File: config.mk
export PLATFORM = sky130hd
export DESIGN_NAME = task_priority_ready_queue_unit
export DESIGN_NICKNAME = d
export VERILOG_FILES = /design/src/tprq_pkg.sv /design/src/tprq_slot_ram.sv /design/src/tprq_ctrl.sv /design/src/task_priority_ready_queue_unit.sv
export SDC_FILE = /design/constraint.sdc
export NUM_CORES = 1
export LEC_CHECK = 0
export CORE_ASPECT_RATIO = 2
export CORE_MARGIN = 1
export CORE_UTILIZATION = 38
export DETAILED_ROUTE_END_ITERATION = 8
export DONT_BUFFER_PORTS = 1
export GPL_TIMING_DRIVEN = 0
export SYNTH_ARGS = -nofsm -noshare
export SYNTH_HDL_FRONTEND = slang
export SYNTH_SLANG_ARGS = --single-unit
File: constraint.sdc
create_clock -name aclk -period 6.3 [get_ports aclk]
set_clock_uncertainty 0.15 [all_clocks]
set_input_delay 0.63 -clock aclk [delete_from_list [all_inputs] [get_ports aclk]]
set_output_delay 0.63 -clock aclk [all_outputs]
set_load 0.05 [all_outputs]
File: src/tprq_pkg.sv
// ============================================================================
// tprq_pkg
// Shared types and constants for the task priority ready queue.
// ============================================================================
`default_nettype none

package tprq_pkg;

    // Queue geometry: the entry_count field width holds counts up to 31.
    localparam int QUEUE_DEPTH = 16;
    localparam int PRIO_LEVELS = 8;

    localparam int ADDR_W = $clog2(QUEUE_DEPTH);
    localparam int CNT_W  = $clog2(QUEUE_DEPTH + 1);
    localparam int ID_W   = 8;
    localparam int PRIO_W = 3;
    localparam int OP_W   = 2;

    // Operation codes
    localparam logic [OP_W-1:0] OP_PUSH   = 2'd0;
    localparam logic [OP_W-1:0] OP_POP    = 2'd1;
    localparam logic [OP_W-1:0] OP_REMOVE = 2'd2;

    typedef struct packed {
        logic [OP_W-1:0]   opcode;
        logic [ID_W-1:0]   task_id;
        logic [PRIO_W-1:0] priority_req;
    } task_req_t;

    typedef struct packed {
        logic              hit;
        logic [ID_W-1:0]   out_task_id;
        logic [PRIO_W-1:0] out_priority;
        logic              empty_res;
        logic [4:0]        entry_count;
        logic              overflow;
    } task_res_t;

    typedef struct packed {
        logic [ID_W-1:0]   id;
        logic [PRIO_W-1:0] prio;
    } slot_t;

    typedef struct packed {
        logic              we;
        logic [ADDR_W-1:0] waddr;
        slot_t             wdata;
        logic              re;
        logic [ADDR_W-1:0] raddr;
    } ram_req_t;

    typedef enum logic [2:0] {
        ST_IDLE,
        ST_PUSH_WALK,
        ST_PUSH_HEAD,
        ST_PULL_WALK,
        ST_DONE
    } state_t;

endpackage

`default_nettype wire

File: src/tprq_slot_ram.sv
// ============================================================================
// tprq_slot_ram
// Slot table: one write port, one read port with registered read data.
// ============================================================================
`default_nettype none

module tprq_slot_ram
    import tprq_pkg::*;
(
    input  wire logic     aclk,
    input  wire ram_req_t ram_req,
    output slot_t         rdata
);

    slot_t mem [QUEUE_DEPTH];
    slot_t rdata_reg;

    always_ff @(posedge aclk) begin
        if (ram_req.we) begin
            mem[ram_req.waddr] <= ram_req.wdata;
        end
        if (ram_req.re) begin
            rdata_reg <= mem[ram_req.raddr];
        end
    end

    assign rdata = rdata_reg;

endmodule

`default_nettype wire

File: src/tprq_ctrl.sv
// ============================================================================
// tprq_ctrl
// Sequencer: walks the slot table one entry per cycle to insert or extract.
// ============================================================================
`default_nettype none

module tprq_ctrl
    import tprq_pkg::*;
(
    input  wire logic      aclk,
    input  wire logic      aresetn,
    input  wire logic      req_valid,
    input  wire task_req_t req,
    output logic           req_ready,
    input  wire logic      out_free,
    output logic           res_valid,
    output task_res_t      res,
    output ram_req_t       ram_req,
    input  wire slot_t     ram_rdata
);

    state_t            state_reg, state_next;
    logic [OP_W-1:0]   op_reg, op_next;
    logic [ID_W-1:0]   id_reg, id_next;
    logic [PRIO_W-1:0] pr_reg, pr_next;
    logic [CNT_W-1:0]  count_reg, count_next;
    logic [ADDR_W-1:0] cur_reg, cur_next;
    logic              found_reg, found_next;
    logic              hit_reg, hit_next;
    logic [ID_W-1:0]   rid_reg, rid_next;
    logic [PRIO_W-1:0] rpr_reg, rpr_next;
    logic              ovf_reg, ovf_next;

    logic [PRIO_W-1:0] pr_sat;
    logic              match;
    logic              last;

    // Priorities past the last level clamp to it
    assign pr_sat = (int'(req.priority_req) > PRIO_LEVELS - 1) ?
                    PRIO_W'(PRIO_LEVELS - 1) : req.priority_req;

    assign match = (op_reg == OP_POP) || (ram_rdata.id == id_reg);
    assign last  = ((CNT_W'(cur_reg) + CNT_W'(1)) == count_reg);

    always_ff @(posedge aclk) begin
        if (!aresetn) begin
            state_reg <= ST_IDLE;
            count_reg <= '0;
        end else begin
            state_reg <= state_next;
            count_reg <= count_next;
        end
    end

    always_ff @(posedge aclk) begin
        op_reg    <= op_next;
        id_reg    <= id_next;
        pr_reg    <= pr_next;
        cur_reg   <= cur_next;
        found_reg <= found_next;
        hit_reg   <= hit_next;
        rid_reg   <= rid_next;
        rpr_reg   <= rpr_next;
        ovf_reg   <= ovf_next;
    end

    always_comb begin
        state_next = state_reg;
        op_next    = op_reg;
        id_next    = id_reg;
        pr_next    = pr_reg;
        count_next = count_reg;
        cur_next   = cur_reg;
        found_next = found_reg;
        hit_next   = hit_reg;
        rid_next   = rid_reg;
        rpr_next   = rpr_reg;
        ovf_next   = ovf_reg;
        ram_req    = '0;
        req_ready  = 1'b0;
        res_valid  = 1'b0;

        case (state_reg)
            ST_IDLE: begin
                req_ready = 1'b1;
                if (req_valid) begin
                    op_next    = req.opcode;
                    id_next    = req.task_id;
                    pr_next    = pr_sat;
                    found_next = 1'b0;
                    hit_next   = 1'b0;
                    rid_next   = '0;
                    rpr_next   = '0;
                    ovf_next   = 1'b0;
                    case (req.opcode)
                        OP_PUSH: begin
                            if (count_reg == CNT_W'(QUEUE_DEPTH)) begin
                                ovf_next   = 1'b1;
                                state_next = ST_DONE;
                            end else if (count_reg == '0) begin
                                ram_req.we    = 1'b1;
                                ram_req.waddr = '0;
                                ram_req.wdata = '{id: req.task_id, prio: pr_sat};
                                count_next    = count_reg + CNT_W'(1);
                                state_next    = ST_DONE;
                            end else begin
                                // start at the tail, walk toward the head
                                ram_req.re    = 1'b1;
                                ram_req.raddr = ADDR_W'(count_reg - CNT_W'(1));
                                cur_next      = ADDR_W'(count_reg - CNT_W'(1));
                                state_next    = ST_PUSH_WALK;
                            end
                        end
                        OP_POP, OP_REMOVE: begin
                            if (count_reg == '0) begin
                                state_next = ST_DONE;
                            end else begin
                                ram_req.re    = 1'b1;
                                ram_req.raddr = '0;
                                cur_next      = '0;
                                state_next    = ST_PULL_WALK;
                            end
                        end
                        default: begin
                            state_next = ST_DONE;
                        end
                    endcase
                end
            end

            ST_PUSH_WALK: begin
                ram_req.we    = 1'b1;
                ram_req.waddr = cur_reg + ADDR_W'(1);
                if (ram_rdata.prio > pr_reg) begin
                    // worse priority: move it back one slot
                    ram_req.wdata = ram_rdata;
                    if (cur_reg == '0) begin
                        state_next = ST_PUSH_HEAD;
                    end else begin
                        ram_req.re    = 1'b1;
                        ram_req.raddr = cur_reg - ADDR_W'(1);
                        cur_next      = cur_reg - ADDR_W'(1);
                    end
                end else begin
                    ram_req.wdata = '{id: id_reg, prio: pr_reg};
                    count_next    = count_reg + CNT_W'(1);
                    state_next    = ST_DONE;
                end
            end

            ST_PUSH_HEAD: begin
                ram_req.we    = 1'b1;
                ram_req.waddr = '0;
                ram_req.wdata = '{id: id_reg, prio: pr_reg};
                count_next    = count_reg + CNT_W'(1);
                state_next    = ST_DONE;
            end

            ST_PULL_WALK: begin
                if (found_reg) begin
                    // close the gap behind the removed entry
                    ram_req.we    = 1'b1;
                    ram_req.waddr = cur_reg - ADDR_W'(1);
                    ram_req.wdata = ram_rdata;
                end else if (match) begin
                    found_next = 1'b1;
                    hit_next   = 1'b1;
                    rid_next   = ram_rdata.id;
                    rpr_next   = ram_rdata.prio;
                end
                if (last) begin
                    if (found_reg || match) begin
                        count_next = count_reg - CNT_W'(1);
                    end
                    state_next = ST_DONE;
                end else begin
                    ram_req.re    = 1'b1;
                    ram_req.raddr = cur_reg + ADDR_W'(1);
                    cur_next      = cur_reg + ADDR_W'(1);
                end
            end

            ST_DONE: begin
                res_valid = 1'b1;
                if (out_free) begin
                    state_next = ST_IDLE;
                end
            end

            default: begin
                state_next = ST_IDLE;
            end
        endcase
    end

    always_comb begin
        res.hit          = hit_reg;
        res.out_task_id  = rid_reg;
        res.out_priority = rpr_reg;
        res.empty_res    = (count_reg == '0);
        res.entry_count  = 5'(count_reg);
        res.overflow     = ovf_reg;
    end

endmodule

`default_nettype wire

File: src/task_priority_ready_queue_unit.sv
// ============================================================================
// task_priority_ready_queue_unit
// Sorted ready queue of (task id, priority) entries with push, pop and
// remove-by-id, built as a slot RAM walked by a small sequencer.
// ============================================================================
// Walk: a transaction walks the held entries one slot per cycle through
//   the slot RAM's single read port. Empty-queue pops and removes, pushes
//   into an empty or full queue and unused opcodes skip the walk.
// Throughput: one item at a time; the next is taken once the sequencer is
//   idle, even while the previous result still waits in the output register.
// Reset: aresetn low clears the count, sequencer and output valid; slot
//   contents are left as they are and are never read beyond the count.
`default_nettype none

module task_priority_ready_queue_unit
    import tprq_pkg::*;
(
    input  wire logic      aclk,
    input  wire logic      aresetn,
    // request channel
    input  wire logic      s_valid,
    output logic           s_ready,
    input  wire task_req_t s_data,
    // result channel
    output logic           m_valid,
    input  wire logic      m_ready,
    output task_res_t      m_data
);

    ram_req_t  ram_req;
    slot_t     ram_rdata;
    task_res_t res;
    logic      res_valid;
    logic      out_free;

    logic      m_valid_reg, m_valid_next;
    task_res_t m_data_reg;

    // Result register is free when empty or being drained this cycle
    assign out_free = !m_valid_reg || m_ready;

    tprq_ctrl u_ctrl (
        .aclk      (aclk),
        .aresetn   (aresetn),
        .req_valid (s_valid),
        .req       (s_data),
        .req_ready (s_ready),
        .out_free  (out_free),
        .res_valid (res_valid),
        .res       (res),
        .ram_req   (ram_req),
        .ram_rdata (ram_rdata)
    );

    tprq_slot_ram u_ram (
        .aclk    (aclk),
        .ram_req (ram_req),
        .rdata   (ram_rdata)
    );

    // Output register: loads a finished transaction, holds it until taken
    always_comb begin
        m_valid_next = m_valid_reg;
        if (res_valid && out_free) begin
            m_valid_next = 1'b1;
        end else if (m_ready) begin
            m_valid_next = 1'b0;
        end
    end

    always_ff @(posedge aclk) begin
        if (!aresetn) begin
            m_valid_reg <= 1'b0;
        end else begin
            m_valid_reg <= m_valid_next;
        end
    end

    always_ff @(posedge aclk) begin
        if (res_valid && out_free) begin
            m_data_reg <= res;
        end
    end

    assign m_valid = m_valid_reg;
    assign m_data  = m_data_reg;

endmodule

`default_nettype wire

# Yosys cells after proc, flatten, opt, wreduce, memory -nomap -nowiden

Memories as Yosys holds them, arrays and structs flattened. A register that Yosys moved wholly into a read port is not among the register bits.
Cells that the tools add are included.
Widths: inputs -> output; s select.

Bits in registers: 59
Memory bits (writable): 176
Input bits: 17
Memories: 1

Add/subtract/negate cells: 5
$lt $le $gt $ge: 1
Equal/unequal tests: 28
Multiplexer cells: 63
Reductions and logical operators: 20

Memories:

| name      | words | width | read ports | clocked after Yosys merged registers in | write ports | line                | text |
|---|---|---|---|---|---|---|---|
| u_ram.mem | 16    | 11    | 1          | 1                                       | 1           | tprq_slot_ram.sv:15 | `slot_t mem [QUEUE_DEPTH];` |

Operators with widths:

| operator           | count |
|---|---|
| $pmux 16 s4        | 1 |
| $mux 5             | 12 |
| $mux 16            | 3 |
| $mux 21            | 2 |
| $mux 3             | 11 |
| $mux 4             | 7 |
| $mux 8             | 3 |
| $pmux 5 s4         | 1 |
| $ne 2x2->1 const B | 9 |
| $pmux 8 s2         | 1 |
| $ne 3x3->1 const B | 5 |
| $pmux 3 s5         | 1 |
| $pmux 5 s3         | 1 |
| $mux 1             | 12 |
| $pmux 3 s2         | 2 |
| $pmux 4 s3         | 1 |
| $mux 11            | 1 |
| $pmux 5 s2         | 1 |
| $reduce_and 9->1   | 1 |
| $eq 8x8->1         | 1 |
| $ne 2x1->1 const B | 4 |
| $pmux 4 s2         | 1 |
| $reduce_and 4->1   | 2 |
| $reduce_and 8->1   | 1 |
| 26 further kinds   | 33 |

# Logic depth before layout (Yosys ltp)

Depth in word-level cells: 8
Gate-level depth with buffers: 14
Mapped depth without buffers: 9

# Hierarchy

A second synthesis with hierarchy kept.

Cells, all modules: 595
Area total of the unflattened synthesis: 10418.7 um2

Modules (own cells, without submodules):

| module                         | instances | cells an instance | area each (um2) | seq. area each (um2) |
|---|---|---|---|---|
| tprq_slot_ram                  | 1         | 305               | 7149.4          | 5615.4 |
| tprq_ctrl                      | 1         | 266               | 2641.3          | 1091.0 |
| task_priority_ready_queue_unit | 1         | 24                | 628.1           | 590.6 |

# Least setup slack after synthesis

OpenSTA, ideal clock, no wires.

Path kind: input to register
Start: input port s_valid
End: register, netlist name u_ram.rdata[0]
Setup time: 0.272 ns
Arrival: 2.944 ns
Required time: 5.878 ns
Path slack: 2.934 ns
Stages on the path: 9
Buffers on the path: 2
Cells stage by stage: or4b_4 or4_4 o22ai_2 or2_1 buf_6 buf_4 mux2_2 a2111oi_2 nand3_1

Word-level cells in the longest chain between the ends: 2

RTL lines:

| item               | line                                 | text |
|---|---|---|
| start: declaration | task_priority_ready_queue_unit.sv:21 | `input wire logic s_valid,` |
| $mux 21            | tprq_ctrl.sv:86                      | `if (req_valid) begin` |
| $pmux 5 s3         | tprq_ctrl.sv:83                      | `case (state_reg)` |

Every way passes these cells.
A chain may end at the register's enable or synchronous reset.

# Worst setup path after layout

Start: register u_ctrl.cur_reg[0]
End: register, netlist name u_ram.rdata[4]

Word-level cells in the longest chain between the ends: 4

RTL lines:

| item                                      | line                               | text |
|---|---|---|
| start: declaration                        | tprq_ctrl.sv:27                    | `logic [ADDR_W-1:0] cur_reg, cur_next;` |
| start signal: assignment                  | tprq_ctrl.sv:59                    | `cur_reg <= cur_next;` |
| $add 4x1->5, or another cell as far along | tprq_ctrl.sv:43                    | `assign last = ((CNT_W'(cur_reg) + CNT_W'(1)) == count_reg);` |
| $eq 5x5->1 or $mux 5 (tied branches)      | tprq_ctrl.sv:43, tprq_ctrl.sv:137  |  |
| $mux 5 (on tied branches)                 | tprq_ctrl.sv:171, tprq_ctrl.sv:134 |  |
| $pmux 5 s3 *                              | tprq_ctrl.sv:83                    |  |

Mark *: on every way between the ends. The rest lies on a longest branch, timed or not.

==> results.py <==
metrics = {
    "run_status": {
        "status": "finished, final reports clean",
    },
    "clock_tree": {
        "cts_sinks": 246,
        "ctsResizeCount": 0,
        "clk_pin_slew_ns": 0.07,
        "cts_tree": "built",
        "htreeDepth": 1,
        "numCtsBuffers": 21,
        "cts_buffer_depth": 3,
        "root_buffer": "clkbuf_16",
        "post_cts_buffers": 0,
        "insertion_delay_ns": 0.52,
        "cts_hold_buffers": 0,
    },
    "synthesis": {
        "async_flop_share_pct": 0,
        "yosysTopAreaCell": "edfxtp_1",
        "synth_cell_types": 62,
        "ys.flop_type": "edfxtp_1",
        "syn_nets": 774,
        "syn_area_um2": 10700,
        "synth_area_per_cell_um2": 14.4,
        "synth_top_area_share_pct": 66.3,
        "yosys_warnings": 0,
        "ys_seq_area_share_pct": 68.0,
        "synth_edf_count": 237,
        "syn_inst": 746,
        "ys_seq_elements": 246,
        "netlist_top_cells_area": "edfxtp_1 (66%), mux2_2 (3.5%), nand3_1 (2.6%), a211oi_1 (2.4%), mux2i_1 (2.3%)",
    },
    "worst_setup_path": {
        "crit_path_end_kind": "flip-flop",
        "crit_path_start_kind": "flip-flop",
        "required_ns": 6.37,
        "path_class": "reg -> reg",
        "regToRegSetupSlack_ns": 1.73,
        "r2r-end": "u_ram.rdata[4]",
        "cp_num_buf_inv": 4,
        "cp_slowest_cell": "a2111oi_2",
        "worst_ep_arrival_time_ns": 4.64,
        "r2r_start": "u_ctrl.cur_reg[0]",
        "rr_worst_depth": 12,
        "cp_max_fo": 10,
        "critical-path-top-delay-family": "compound AO/OA/AOI/OAI gates",
        "cpPeakStageDelay_ns": 0.77,
        "path_cells": "buf_2 > inv_1 > ha_1 > clkbuf_1 > xor2_1 > a211oi_2 > a311oi_1 > o211ai_1 > clkbuf_1 > a211oi_1 > a2111oi_2 > nand3_1",
        "cp_common_cell": "clkbuf_1",
    },
    "drt": {
        "wl_per_cell_um": 22.5,
        "viasPerCell": 5.50,
        "route.detailed.drc": 0,
        "dr.pass1.iters": 5,
        "dr_total_vias": 6224,
        "drt_iter0_drc": 421,
        "ant_nets": 0,
        "routed_wl_mm": 25.4,
    },
    "finish": {
        "largest_reg_flops": 176,
        "antennaDiodeCount": 0,
        "fin_nets": 798,
        "drive_gt1_share_pct": 12.9,
        "syn_to_final_growth_pct": 10.2,
        "nFillCells": 2434,
        "layout_common_cells": "edfxtp_1 (237), nand3_1 (55), o21ai_0 (40), nand2_1 (39), a211oi_1 (35)",
        "final_cell_count_no_fill": 1132,
        "final_common_cell": "edfxtp_1",
        "stdcell_area_um2": 11800,
    },
    "sta": {
        "hold_viol": 0,
        "fin_crit_sh_pct": 72.6,
        "setup-violations-final": 0,
        "finalCriticalPeriod_ns": 4.57,
        "tns_ns": 0,
        "max_freq_mhz": 219,
        "worst_slew_pin_slew_ns": 1.14,
        "slew_violations": 0,
        "rsz0062_at_grt": "false",
        "slew_headroom_pct": 24.0,
        "fin_ws_ns": 1.73,
    },
    "die": {
        "start_util_pct": 38.8,
        "fp-row-count": 86,
        "coreArea_um2": 27700,
        "die_area_um2": 29000,
        "die_x_um": 121,
        "ios": 38,
        "die_h_um": 240,
    },
    "hold_path": {
        "min-delay-start": "s_data[6]",
        "hold_depth": 0,
        "hp-class": "in -> reg",
        "hold_end": "u_ctrl.id_reg[3]",
    },
    "placed_design": {
        "portBuffers": 0,
        "gp_congestion": 0.882,
        "dpl-instance-area_um2": 11200,
        "dpl.hpwl_mm": 18.6,
        "place_inst": 1099,
        "dp_slack_ns": 1.74,
    },
    "grt": {
        "grt_pass1_vias": 6450,
        "grt_antenna_before_repair": 0,
        "grt_pass1_wl_mm": 38.5,
        "grt_max_degree": 20,
        "overflow": 0,
        "grt_util_all_layers_pct": 18.1,
    },
    "power": {
        "intPower_mw": 2.95,
        "p_leak_nw": 3.94,
        "powerDensity_nw_per_um2": 357,
        "combinationalPowerShare_pct": 18.9,
        "pwr-share-clk_pct": 29.7,
        "pwr-share-seq_pct": 51.4,
        "sw_frac_of_total_pct": 30.1,
        "peakVddDrop_v": 0.000174,
        "p_sw_mw": 1.27,
    },
    "run": {
        "maxCapViolations": 0,
    },
}
per-layer routing:
layer | track usage [%] | wire length (um)
met4 | 11.8 | 1590
met2 | 34.7 | 14100
met3 | 2.45 | 871
met1 | 17.6 | 8840
met5 | 0 | 0
how the worst max path moves through the flow:
| stage | startpoint | endpoint | depth (start not counted) |
|---|---|---|---|
| 2_1_floorplan | s_valid | u_ram.rdata[0] | 9 |
| 3_3_place_gp | u_ctrl.cur_reg[0] | u_ram.rdata[4] | 12 |
| 3_5_place_dp | u_ctrl.cur_reg[0] | u_ram.rdata[4] | 12 |
| 4_1_cts | u_ctrl.cur_reg[0] | u_ram.rdata[4] | 12 |
| 5_1_grt | u_ctrl.cur_reg[0] | u_ram.rdata[4] | 12 |
| 6_report | u_ctrl.cur_reg[0] | u_ram.rdata[4] | 12 |
worst reg2reg max path, delay by kind of cell (launching register included):
kind	cells	cell delay [ns]
compound gates	5	2.06
buf+inv	4	1.15
flops	1	0.35
fa+ha+maj	1	0.28
simple gates	1	0.15
xor+xnor	1	0.13
layout make-up:
cell class              instances  area, um^2  area share (%)
multi-input cells             436        3120            26.4
repair buffers                  1        5.00          0.0423
clock inverters                10         108           0.910
clock buffers                  23         533            4.51
plain buffers                  48         263            2.22
inverters                      16        60.1           0.508
well taps                     352         440            3.72
flip-flops and latches        246        7300            61.7
synth_stat cells, drive strengths merged, types with 5 or more instances:
cell type and count:
edfxtp 237, nand3 55, o21ai 40, nand2 39, a211oi 36, mux2 33
nor2 32, clkbuf 31, mux2i 25, a22oi 22, buf 17, xor2 16
inv 15, and2 13, a2111oi 12, ha 11, o22a 10, xnor2 10
dfxtp 9, nor3 9, a21oi 6, nor2b 6, and3 5, nor3b 5
power groups by stage:
| stage | Clock, mW | Sequential (mW) | Combinational (mW) |
|---|---|---|---|
| 2_1_floorplan | 0 | 2.18 | 0.563 |
| 6_report | 1.26 | 2.17 | 0.797 |
| 5_1_grt | 1.33 | 2.18 | 0.872 |
| 4_1_cts | 1.28 | 2.17 | 0.798 |
| 3_5_place_dp | 0 | 2.21 | 0.793 |
| 3_3_place_gp | 0 | 2.20 | 0.775 |
stage by stage:
| stage | total power [mW] | hold WS, ns | utilization (%) |
|---|---|---|---|
| 2_1_floorplan | 2.74 | 0.250 | - |
| 3_3_place_gp | 2.98 | 0.253 | 40.4 |
| 3_5_place_dp | 3.00 | 0.255 | 40.5 |
| 4_1_cts | 4.25 | 0.0331 | 42.8 |
| 5_1_grt | 4.38 | 0.0298 | 42.8 |
| 6_report | 4.23 | 0.0490 | 42.8 |
cells by family after synthesis:
group           Yosys count  synth area share [%]
flops                   246                  68.0
compound gates          155                  11.1
buf+inv                  64                  3.01
mux                      58                  5.79
xor+xnor                 26                  2.12
simple gates            186                  8.72
fa+ha+maj                11                  1.28
Note: power is estimated with default switching activity, not from simulation.
